`config.mk`:
```
export PLATFORM = sky130hd
export DESIGN_NAME = region_filtered_line_request_splitter
export DESIGN_NICKNAME = d
export VERILOG_FILES = /design/src/sv/rflrs_pkg.sv /design/src/sv/rflrs_front.sv /design/src/sv/rflrs_queue.sv /design/src/sv/rflrs_back.sv /design/src/sv/region_filtered_line_request_splitter.sv
export SDC_FILE = /design/constraint.sdc
export NUM_CORES = 2
export LEC_CHECK = 0
export ABC_AREA = 1
export BUFFER_PORTS_ARGS = -buffer_cell sky130_fd_sc_hd__buf_2
export CAP_MARGIN = 20
export CORE_MARGIN = 1
export CORE_UTILIZATION = 50
export CTS_CLUSTER_DIAMETER = 80
export DETAILED_ROUTE_END_ITERATION = 8
export PLACE_DENSITY = 0.7
export SYNTH_ARGS = -nofsm -noshare
export SYNTH_HDL_FRONTEND = slang
export SYNTH_HIERARCHICAL = 1
export SYNTH_SLANG_ARGS = --single-unit
```
`constraint.sdc`:
```
create_clock -name clock -period 58.1 [get_ports clock]
set_input_delay 11.62 -clock clock [delete_from_list [all_inputs] [get_ports clock]]
set_output_delay 11.62 -clock clock [all_outputs]
set_load 0.005 [all_outputs]
```
`src/sv/rflrs_pkg.sv`:
```
`default_nettype none
package rflrs_pkg;

   localparam int ADDR_W      = 64;
   localparam int LEN_W       = 12;
   localparam int OP_W        = 3;
   localparam int LB_W        = 7;
   localparam int CNT_W       = 64;
   localparam int CSR_IDX_W   = 3;
   localparam int CSR_DATA_W  = 64;
   localparam int QUEUE_DEPTH = 2;
   localparam int LINE_BYTES  = 64;

   localparam logic [OP_W-1:0] OP_LOAD       = 3'd0;
   localparam logic [OP_W-1:0] OP_STORE      = 3'd1;
   localparam logic [OP_W-1:0] OP_ATOMIC     = 3'd2;
   localparam logic [OP_W-1:0] OP_COPY_READ  = 3'd3;
   localparam logic [OP_W-1:0] OP_COPY_WRITE = 3'd4;
   localparam logic [OP_W-1:0] OP_FILL       = 3'd5;

   localparam logic [CSR_IDX_W-1:0] CSR_REGION_BASE    = 3'd0;
   localparam logic [CSR_IDX_W-1:0] CSR_REGION_SIZE    = 3'd1;
   localparam logic [CSR_IDX_W-1:0] CSR_REMOTE_BASE    = 3'd2;
   localparam logic [CSR_IDX_W-1:0] CSR_COUNT_ALL      = 3'd3;
   localparam logic [CSR_IDX_W-1:0] CSR_FORWARD_ENABLE = 3'd4;

   typedef struct packed {
      logic [CNT_W-1:0] reads;
      logic [CNT_W-1:0] writes;
      logic [CNT_W-1:0] atomics;
      logic [CNT_W-1:0] read_bytes;
      logic [CNT_W-1:0] write_bytes;
   } counters_type;

   typedef struct packed {
      logic              send;
      logic              wflag;
      logic [ADDR_W-1:0] addr;
      logic [LEN_W-1:0]  len;
      counters_type      cnt;
   } entry_type;

   typedef enum logic {
      BK_IDLE,
      BK_SPLIT
   } back_state_type;

endpackage
`default_nettype wire

```
`src/sv/rflrs_front.sv`:
```
`default_nettype none
module rflrs_front
   import rflrs_pkg::*;
#(
   parameter int MAX_ACCESS_BYTES = 2048
) (
   input  wire logic                  clock,
   input  wire logic                  reset,
   input  wire logic                  csr_write,
   input  wire logic [CSR_IDX_W-1:0]  csr_index,
   input  wire logic [CSR_DATA_W-1:0] csr_wdata,
   input  wire logic                  req_valid,
   output      logic                  req_stall,
   input  wire logic [ADDR_W-1:0]     req_address,
   input  wire logic [LEN_W-1:0]      req_access_bytes,
   input  wire logic [OP_W-1:0]       req_opcode,
   input  wire logic                  q_full,
   output      logic                  q_push,
   output      entry_type             q_data
);

   localparam logic [LEN_W-1:0] MAX_LEN = LEN_W'(MAX_ACCESS_BYTES);

   logic [ADDR_W-1:0] region_base_ff;
   logic [ADDR_W-1:0] region_size_ff;
   logic [ADDR_W-1:0] remote_base_ff;
   logic              count_all_ff;
   logic              forward_enable_ff;
   logic [ADDR_W:0]   limit_ff;
   logic [ADDR_W-1:0] delta_ff;

   logic              s1_valid_ff;
   logic [ADDR_W-1:0] s1_addr_ff;
   logic [LEN_W-1:0]  s1_len_ff;
   logic [OP_W-1:0]   s1_op_ff;
   counters_type      cnt_ff;
   counters_type      cnt_in;

   logic              accept;
   logic [LEN_W-1:0]  len_clamped;
   logic              ignored;
   logic [ADDR_W:0]   last_byte;
   logic              hit;
   logic              is_rd;
   logic              is_wr;
   logic              is_atomic;
   logic              counted;

   always_ff @(posedge clock) begin
      if (reset) begin
         region_base_ff    <= '0;
         region_size_ff    <= '0;
         remote_base_ff    <= '0;
         count_all_ff      <= 1'b1;
         forward_enable_ff <= 1'b0;
         limit_ff          <= '0;
         delta_ff          <= '0;
      end else begin
         limit_ff <= {1'b0, region_base_ff} + {1'b0, region_size_ff};
         delta_ff <= remote_base_ff - region_base_ff;
         if (csr_write) begin
            unique case (csr_index)
               CSR_REGION_BASE:    region_base_ff    <= csr_wdata;
               CSR_REGION_SIZE:    region_size_ff    <= csr_wdata;
               CSR_REMOTE_BASE:    remote_base_ff    <= csr_wdata;
               CSR_COUNT_ALL:      count_all_ff      <= csr_wdata[0];
               CSR_FORWARD_ENABLE: forward_enable_ff <= csr_wdata[0];
               default: ;
            endcase
         end
      end
   end

   always_comb begin
      req_stall   = s1_valid_ff && q_full;
      q_push      = s1_valid_ff && !q_full;
      accept      = req_valid && !req_stall;
      len_clamped = (req_access_bytes > MAX_LEN) ? MAX_LEN : req_access_bytes;

      ignored   = (s1_addr_ff == '0) || (s1_len_ff == '0);
      last_byte = {1'b0, s1_addr_ff} + (ADDR_W + 1)'(s1_len_ff) - (ADDR_W + 1)'(1);
      if (region_size_ff == '0) begin
         hit = 1'b1;
      end else if (s1_addr_ff < region_base_ff) begin
         hit = 1'b0;
      end else if (last_byte[ADDR_W]) begin
         hit = 1'b0;
      end else begin
         hit = last_byte < limit_ff;
      end

      is_rd     = (s1_op_ff == OP_LOAD) || (s1_op_ff == OP_ATOMIC) ||
                  (s1_op_ff == OP_COPY_READ);
      is_wr     = (s1_op_ff == OP_STORE) || (s1_op_ff == OP_ATOMIC) ||
                  (s1_op_ff == OP_COPY_WRITE) || (s1_op_ff == OP_FILL);
      is_atomic = s1_op_ff == OP_ATOMIC;
      counted   = !ignored && (hit || count_all_ff);

      cnt_in             = cnt_ff;
      cnt_in.reads       = cnt_ff.reads + CNT_W'(counted && is_rd);
      cnt_in.writes      = cnt_ff.writes + CNT_W'(counted && is_wr);
      cnt_in.atomics     = cnt_ff.atomics + CNT_W'(counted && is_atomic);
      cnt_in.read_bytes  = cnt_ff.read_bytes +
                           ((counted && is_rd) ? CNT_W'(s1_len_ff) : '0);
      cnt_in.write_bytes = cnt_ff.write_bytes +
                           ((counted && is_wr) ? CNT_W'(s1_len_ff) : '0);

      q_data.send  = !ignored && hit && forward_enable_ff;
      q_data.wflag = is_wr && !is_rd;
      q_data.addr  = (region_size_ff == '0) ? s1_addr_ff : s1_addr_ff + delta_ff;
      q_data.len   = s1_len_ff;
      q_data.cnt   = cnt_in;
   end

   always_ff @(posedge clock) begin
      if (reset) begin
         s1_valid_ff <= 1'b0;
         cnt_ff      <= '0;
      end else begin
         if (q_push) begin
            cnt_ff <= cnt_in;
         end
         if (accept) begin
            s1_valid_ff <= 1'b1;
         end else if (q_push) begin
            s1_valid_ff <= 1'b0;
         end
      end
   end

   always_ff @(posedge clock) begin
      if (accept) begin
         s1_addr_ff <= req_address;
         s1_len_ff  <= len_clamped;
         s1_op_ff   <= req_opcode;
      end
   end

endmodule
`default_nettype wire

```
`src/sv/rflrs_queue.sv`:
```
`default_nettype none
module rflrs_queue
   import rflrs_pkg::*;
(
   input  wire logic      clock,
   input  wire logic      reset,
   input  wire logic      push,
   input  wire entry_type push_data,
   input  wire logic      pop,
   output      entry_type pop_data,
   output      logic      full,
   output      logic      empty
);

   localparam int PTR_W = (QUEUE_DEPTH > 1) ? $clog2(QUEUE_DEPTH) : 1;
   localparam int CNT_QW = $clog2(QUEUE_DEPTH + 1);
   localparam logic [PTR_W-1:0] LAST_PTR = PTR_W'(QUEUE_DEPTH - 1);
   localparam logic [CNT_QW-1:0] DEPTH_C = CNT_QW'(QUEUE_DEPTH);

   entry_type          mem_ff [QUEUE_DEPTH];
   logic [PTR_W-1:0]   wr_ptr_ff;
   logic [PTR_W-1:0]   rd_ptr_ff;
   logic [CNT_QW-1:0]  count_ff;
   logic               do_push;
   logic               do_pop;

   always_comb begin
      full     = count_ff == DEPTH_C;
      empty    = count_ff == '0;
      do_push  = push && !full;
      do_pop   = pop && !empty;
      pop_data = mem_ff[rd_ptr_ff];
   end

   always_ff @(posedge clock) begin
      if (reset) begin
         wr_ptr_ff <= '0;
         rd_ptr_ff <= '0;
         count_ff  <= '0;
      end else begin
         if (do_push) begin
            wr_ptr_ff <= (wr_ptr_ff == LAST_PTR) ? '0 : wr_ptr_ff + PTR_W'(1);
         end
         if (do_pop) begin
            rd_ptr_ff <= (rd_ptr_ff == LAST_PTR) ? '0 : rd_ptr_ff + PTR_W'(1);
         end
         if (do_push && !do_pop) begin
            count_ff <= count_ff + CNT_QW'(1);
         end else if (do_pop && !do_push) begin
            count_ff <= count_ff - CNT_QW'(1);
         end
      end
   end

   always_ff @(posedge clock) begin
      if (do_push) begin
         mem_ff[wr_ptr_ff] <= push_data;
      end
   end

endmodule
`default_nettype wire

```
`src/sv/rflrs_back.sv`:
```
`default_nettype none
module rflrs_back
   import rflrs_pkg::*;
(
   input  wire logic              clock,
   input  wire logic              reset,
   input  wire logic              q_empty,
   output      logic              q_pop,
   input  wire entry_type         q_data,
   output      logic              rsp_valid,
   input  wire logic              rsp_stall,
   output      logic              rsp_sent,
   output      logic              rsp_op_write,
   output      logic [ADDR_W-1:0] rsp_line_addr,
   output      logic [LB_W-1:0]   rsp_line_bytes,
   output      logic              rsp_last,
   output      logic [CNT_W-1:0]  rsp_reads_total,
   output      logic [CNT_W-1:0]  rsp_writes_total,
   output      logic [CNT_W-1:0]  rsp_atomics_total,
   output      logic [CNT_W-1:0]  rsp_read_bytes_total,
   output      logic [CNT_W-1:0]  rsp_write_bytes_total
);

   localparam int LW = $clog2(LINE_BYTES);
   localparam logic [LEN_W-1:0] LINE_LEN = LEN_W'(LINE_BYTES);

   back_state_type    state_ff;
   back_state_type    state_in;
   logic              send_ff;
   logic              wflag_ff;
   logic [ADDR_W-1:0] cur_ff;
   logic [LEN_W-1:0]  rem_ff;
   counters_type      cnt_ff;

   logic              rsp_valid_ff;
   logic              rsp_sent_ff;
   logic              rsp_op_write_ff;
   logic [ADDR_W-1:0] rsp_line_addr_ff;
   logic [LB_W-1:0]   rsp_line_bytes_ff;
   logic              rsp_last_ff;
   counters_type      rsp_cnt_ff;

   logic              out_free;
   logic [LEN_W-1:0]  room;
   logic [LEN_W-1:0]  take;
   logic              is_last;
   logic              emit;

   always_comb begin
      out_free = !rsp_valid_ff || !rsp_stall;
      room     = LINE_LEN - LEN_W'(cur_ff[LW-1:0]);
      take     = (room > rem_ff) ? rem_ff : room;
      is_last  = !send_ff || (take == rem_ff);
      emit     = 1'b0;
      q_pop    = 1'b0;
      state_in = state_ff;
      unique case (state_ff)
         BK_IDLE: begin
            if (!q_empty) begin
               q_pop    = 1'b1;
               state_in = BK_SPLIT;
            end
         end
         BK_SPLIT: begin
            if (out_free) begin
               emit = 1'b1;
               if (is_last) begin
                  q_pop    = !q_empty;
                  state_in = q_empty ? BK_IDLE : BK_SPLIT;
               end
            end
         end
      endcase
   end

   always_ff @(posedge clock) begin
      if (reset) begin
         state_ff     <= BK_IDLE;
         rsp_valid_ff <= 1'b0;
      end else begin
         state_ff <= state_in;
         if (emit) begin
            rsp_valid_ff <= 1'b1;
         end else if (!rsp_stall) begin
            rsp_valid_ff <= 1'b0;
         end
      end
   end

   always_ff @(posedge clock) begin
      if (q_pop) begin
         send_ff  <= q_data.send;
         wflag_ff <= q_data.wflag;
         cur_ff   <= q_data.addr;
         rem_ff   <= q_data.len;
         cnt_ff   <= q_data.cnt;
      end else if (emit) begin
         cur_ff <= cur_ff + ADDR_W'(take);
         rem_ff <= rem_ff - take;
      end
      if (emit) begin
         rsp_sent_ff       <= send_ff;
         rsp_op_write_ff   <= send_ff && wflag_ff;
         rsp_line_addr_ff  <= send_ff ? cur_ff : '0;
         rsp_line_bytes_ff <= send_ff ? take[LB_W-1:0] : '0;
         rsp_last_ff       <= is_last;
         rsp_cnt_ff        <= cnt_ff;
      end
   end

   assign rsp_valid             = rsp_valid_ff;
   assign rsp_sent              = rsp_sent_ff;
   assign rsp_op_write          = rsp_op_write_ff;
   assign rsp_line_addr         = rsp_line_addr_ff;
   assign rsp_line_bytes        = rsp_line_bytes_ff;
   assign rsp_last              = rsp_last_ff;
   assign rsp_reads_total       = rsp_cnt_ff.reads;
   assign rsp_writes_total      = rsp_cnt_ff.writes;
   assign rsp_atomics_total     = rsp_cnt_ff.atomics;
   assign rsp_read_bytes_total  = rsp_cnt_ff.read_bytes;
   assign rsp_write_bytes_total = rsp_cnt_ff.write_bytes;

   // Entries are only taken from a queue that holds one.
   assert property (@(posedge clock) disable iff (reset) q_pop |-> !q_empty)
      else $error("pop from empty queue");

   assert property (@(posedge clock) disable iff (reset)
      rsp_valid_ff && !rsp_sent_ff |->
         rsp_last_ff && !rsp_op_write_ff && (rsp_line_bytes_ff == '0))
      else $error("non-sent beat is not a single final beat");

   assert property (@(posedge clock) disable iff (reset)
      (state_ff == BK_SPLIT) && send_ff |-> rem_ff != '0)
      else $error("split active with no bytes left");

   // After a chunk that is not the last one, the next request starts on a line boundary.
   assert property (@(posedge clock) disable iff (reset)
      emit && send_ff && !is_last |=> cur_ff[LW-1:0] == '0)
      else $error("split left an unaligned continuation");

endmodule
`default_nettype wire

```
`src/sv/region_filtered_line_request_splitter.sv`:
```
// Region-filtered line request splitter.
// Input beats on the req_ channel carry one memory access: address, byte count and
// opcode. Each access yields one or more result beats on the rsp_ channel. A selected
// access with forwarding enabled becomes one request beat per touched line, the last
// marked by rsp_last; every other access yields one non-sent beat. Each beat carries the
// running read, write, atomic and byte totals as they stand after its access.
// The user must see that registers are written through the csr_ port while no access is
// in flight; the block itself does not enforce this. The front stage registers and
// classifies an access, updates the totals and queues it; the back stage splits queued
// accesses and drives a registered result beat. The back stage issues one result beat
// per cycle while rsp_ is not stalled, one per line an access touches, and the front
// stage takes one access per cycle while the two-entry queue has room.
// A stall on rsp_ holds the current beat; the queue then fills and req_stall rises.
// Synchronous reset empties the queue, drops any pending beat, clears all totals and
// returns the registers to their reset values (count_all set, forwarding off).
`default_nettype none
module region_filtered_line_request_splitter
   import rflrs_pkg::*;
#(
   parameter int MAX_ACCESS_BYTES = 2048
) (
   input  wire logic                  clock,
   input  wire logic                  reset,
   input  wire logic                  csr_write,
   input  wire logic [CSR_IDX_W-1:0]  csr_index,
   input  wire logic [CSR_DATA_W-1:0] csr_wdata,
   input  wire logic                  req_valid,
   output      logic                  req_stall,
   input  wire logic [ADDR_W-1:0]     req_address,
   input  wire logic [LEN_W-1:0]      req_access_bytes,
   input  wire logic [OP_W-1:0]       req_opcode,
   output      logic                  rsp_valid,
   input  wire logic                  rsp_stall,
   output      logic                  rsp_sent,
   output      logic                  rsp_op_write,
   output      logic [ADDR_W-1:0]     rsp_line_addr,
   output      logic [LB_W-1:0]       rsp_line_bytes,
   output      logic                  rsp_last,
   output      logic [CNT_W-1:0]      rsp_reads_total,
   output      logic [CNT_W-1:0]      rsp_writes_total,
   output      logic [CNT_W-1:0]      rsp_atomics_total,
   output      logic [CNT_W-1:0]      rsp_read_bytes_total,
   output      logic [CNT_W-1:0]      rsp_write_bytes_total
);

   logic      q_full;
   logic      q_empty;
   logic      q_push;
   logic      q_pop;
   entry_type q_push_data;
   entry_type q_pop_data;

   rflrs_front #(
      .MAX_ACCESS_BYTES(MAX_ACCESS_BYTES)
   ) u_front (
      .clock           (clock),
      .reset           (reset),
      .csr_write       (csr_write),
      .csr_index       (csr_index),
      .csr_wdata       (csr_wdata),
      .req_valid       (req_valid),
      .req_stall       (req_stall),
      .req_address     (req_address),
      .req_access_bytes(req_access_bytes),
      .req_opcode      (req_opcode),
      .q_full          (q_full),
      .q_push          (q_push),
      .q_data          (q_push_data)
   );

   rflrs_queue u_queue (
      .clock    (clock),
      .reset    (reset),
      .push     (q_push),
      .push_data(q_push_data),
      .pop      (q_pop),
      .pop_data (q_pop_data),
      .full     (q_full),
      .empty    (q_empty)
   );

   rflrs_back u_back (
      .clock                (clock),
      .reset                (reset),
      .q_empty              (q_empty),
      .q_pop                (q_pop),
      .q_data               (q_pop_data),
      .rsp_valid            (rsp_valid),
      .rsp_stall            (rsp_stall),
      .rsp_sent             (rsp_sent),
      .rsp_op_write         (rsp_op_write),
      .rsp_line_addr        (rsp_line_addr),
      .rsp_line_bytes       (rsp_line_bytes),
      .rsp_last             (rsp_last),
      .rsp_reads_total      (rsp_reads_total),
      .rsp_writes_total     (rsp_writes_total),
      .rsp_atomics_total    (rsp_atomics_total),
      .rsp_read_bytes_total (rsp_read_bytes_total),
      .rsp_write_bytes_total(rsp_write_bytes_total)
   );

endmodule
`default_nettype wire

```
==> impl_metrics.yaml <==
clock_network:
  clk_pin_slew_worst_paths_ns: 0.06
  cts_resized: 0
  cts-root-buf: "clkbuf_16"
  clockBufferDepth: 3
  post_cts_buffers: 0
  clk_latency_ns: 0.91
  htreeDepth: 4
  cts_made_buffers: 231
  cts_hold_buf: 0
  cts_sinks: 2318
  cts_tree: "built"
synth:
  yosys.area_share.simple: 0.1559
  synth_cell_types: 77
  yosys_warnings: 6
  synth_mux_area_frac: 0.04833
  ys_ff_latch: 2318
  ys.flop_type: "edfxtp_1"
  synthAdderAreaFrac: 0.05271
  synth_seq_area_share: 0.5438
  syn-instance-count: 12020
  async_flop_share: 0
  synth_top_family_by_area: "simple AND/OR/NAND/NOR gates"
  syn_avg_cell_area_um2: 9.653
  synth-xor-area-share: 0.03123
  synth_compound_area_frac: 0.09701
  synth_edf_count: 1667
  syn_area_mm2: 0.1160
hold_path:
  hold_path_startpoint: "u_back/cnt_ff[235]"
  hold_end: "u_back/rsp_writes_total[43]"
  hold_depth: 0
  hold_class: "register to register"
worst_setup_path:
  path_cells: "buf_2 -> nand2_1 -> inv_1 -> nor2_4 -> buf_4 -> buf_4 -> buf_4 -> buf_12"
  required_ns: 58.61
  slowest_stage: "buf_4"
  rr_endpoint: "u_front/cnt_ff[319]"
  critical_path.max_fanout: 147
  crit_path_frequent_cell: "buf_4"
  start_kind: "input pin"
  rr_worst_depth: 36
  critPathMaxStageDelay_ns: 0.80
  endpoint_kind: "register"
  cp.arrival_ns: 15.46
  reg2reg_slack_ns: 48.34
  r2r-start: "u_front/s1_addr_ff[1]"
  path_class: "input pin to register"
placed_design:
  port_buffers: 546
  dp_cells: 15380
  hpwl_mm: 269.5
  finalWeightedCongestion: 1.004
sta:
  worstMarginPinSlew_ns: 1.280
  hold_violations: 0
  tns_ns: 0
  slew_headroom: 0.1466
  fin_worst_skew_ns: 0.1131
  max_clock_freq_mhz: 66.90
  final.period_utilization: 0.2573
  min_period_ns: 14.95
  setup_viol: 0
  maxSlewViolCount: 0
  whs_ns: 0.4002
  rsz0062_at_grt: "no"
job:
  max-cap-violations: 0
power_and_ir_drop:
  cellPowerDensity_mw_per_mm2: 42.31
  switchingPower_mw: 1.822
  ir_drop_v: 0.00007432
  swShare: 0.3320
  pwr-share-seq: 0.450
  total_power_mw: 5.489
  pwr-share-comb: 0.269
  p_clk_frac: 0.280
  p_leak_nw: 53.90
  p_int_mw: 3.667
cells_and_area:
  final_cells: 15830
  utilization: 0.5633
  regArea_mm2: 0.06309
  drive_above_1_share: 0.1231
  multiInputGateArea_mm2: 0.04479
  nets: 13220
  syn_to_final_growth_pct: 11.83
  fillers: 20000
floorplan:
  core_area_mm2: 0.2303
  die_area_mm2: 0.2340
  io_pins: 547
  start_util: 0.5037
  die_y_um: 483.7
  die_x_um: 483.7
  core.rowCount: 176
global_route:
  track_usage: 0.2892
  grt_pass1_vias: 82810
  grt.overflow.total: 0
  grt_max_degree: 230
  grt_pass1_wl_mm: 511.0
  antenna_found_initial: 52
detailed_routing:
  route.antenna.remaining_nets: 0
  wl_per_cell_um: 21.89
  dr.pass1.iters: 9
  via_per_inst: 5.491
  wl_mm: 346.5
  drt-initial-drc-count: 8573
  drcViolationCount: 0
  dr_total_vias: 86930
run_status:
  outcome: "completed"
==> metrics by stage <==
| step | setup slack (ns) | cell area (um2) |
|---|---|---|
| 4_1_cts | 43.21 | 129700 |
| 5_1_grt | 42.98 | 129700 |
| 3_5_place_dp | 42.25 | 121600 |
| 3_3_place_gp | 42.53 | 121600 |
| 2_1_floorplan | 28.71 | 116000 |
| 6_report | 43.15 | 129700 |
==> layer usage <==
metal,global-route usage,part of all wire,wire length [um]
met5,0,0.00032,110
met4,0.1098,0.040,13910
met3,0.04580,0.071,24660
met2,0.4586,0.45,156400
met1,0.3984,0.44,151400
==> cell usage in the layout (no fill, tap or decap), drive strengths merged, types with 8 or more instances in the layout <==
cell type	count
o211ai	23
clkinv	90
a31oi	63
and3	9
clkinvlp	20
nand3b	24
nand3	375
bufinv	22
mux2	398
a211oi	10
nand4	153
diode	10
nor3	223
o21bai	54
a21boi	24
dfxtp	651
xnor2	59
nand2	1852
a21oi	859
o21a	33
nor4	102
inv	1808
or2	27
a21o	54
clkbuf	303
ha	476
buf	597
nor2	1471
fa	8
xor2	353
edfxtp	1667
o21ai	941
==> registers in the layout, summed over array words and instances (netlist names), 64 cells and up, named ones only <==
signal                        flops
u_back/rsp_write_bytes_total     64
u_front/s1_addr_ff               64
u_back/rsp_writes_total          64
u_back/rsp_reads_total           64
u_front/region_size_ff           64
u_back/rsp_line_addr             64
u_back/cnt_ff                   320
u_back/rsp_atomics_total         64
u_back/rsp_read_bytes_total      64
u_back/cur_ff                    64
u_front/delta_ff                 64
u_front/remote_base_ff           64
u_front/region_base_ff           64
u_front/limit_ff                 65
u_queue/mem_ff                  796
u_front/cnt_ff                  320
==> cells in the mapped netlist, drive strengths merged, types with 54 or more instances <==
master / n / area, um2
xnor2: 59 / 516.8
nor2: 1471 / 5704
o21ai: 941 / 4863
xor2: 353 / 3107
a21oi: 859 / 4303
o21bai: 54 / 409.1
dfxtp: 651 / 13030
clkbuf: 167 / 626.9
edfxtp: 1667 / 50060
mux2: 398 / 5608
ha: 476 / 5956
nand3: 375 / 1912
nor3: 223 / 1206
nand2: 1852 / 7087
buf: 99 / 829.6
nor4: 102 / 656.9
nand4: 153 / 997.2
a21o: 54 / 405.4
inv: 1801 / 6760
a31oi: 63 / 394.1
==> area by class of cell <==
type,count,area share
Clock buffer,303,0.04900
Tap cell,3026,0.02918
Antenna cell,10,0.0001929
Sequential cell,2318,0.4863
Multi-Input combinational cell,7637,0.3452
Clock inverter,137,0.01281
Timing Repair Buffer,597,0.02488
Inverter,1803,0.05249
==> cells by family after synthesis <==
group,Yosys count
AOI/OAI and AO/OA,2085
xor gates and xnor gates,412
adders and majority gates,484
buffers and inverters,2069
DFF,2318
muxes,398
other,1
and+or+nand+nor,4253
==> worst max-delay path: cells and delay by family <==
| family | cells | cell delay [ns] |
|---|---|---|
| and+or+nand+nor | 2 | 0.50 |
| buffers and inverters | 6 | 2.93 |
==> power groups by stage <==
stage / clock network, mW / registers (mW) / logic, mW
floorplan: 0 / 2.55 / 1.00
global placement: 0 / 2.49 / 1.43
detailed placement: 0 / 2.51 / 1.46
CTS: 1.57 / 2.48 / 1.47
global route: 1.63 / 2.50 / 1.62
finish: 1.54 / 2.47 / 1.48
==> worst max-delay path by stage <==
stage                   start                           to  slack (ns)  depth (start not counted)
floorplan           rsp_stall  u_back/rsp_atomics_total[0]       28.71                          3
CTS                 rsp_stall   u_back/rsp_reads_total[42]       43.21                          8
finish              rsp_stall  u_back/rsp_writes_total[63]       43.15                          8
detailed placement  rsp_stall    u_back/rsp_reads_total[2]       42.25                          8
global placement    rsp_stall    u_back/rsp_reads_total[2]       42.53                          8
global route        rsp_stall   u_back/rsp_reads_total[42]       42.98                          8
No activity file was read; power rests on OpenSTA's default activity.
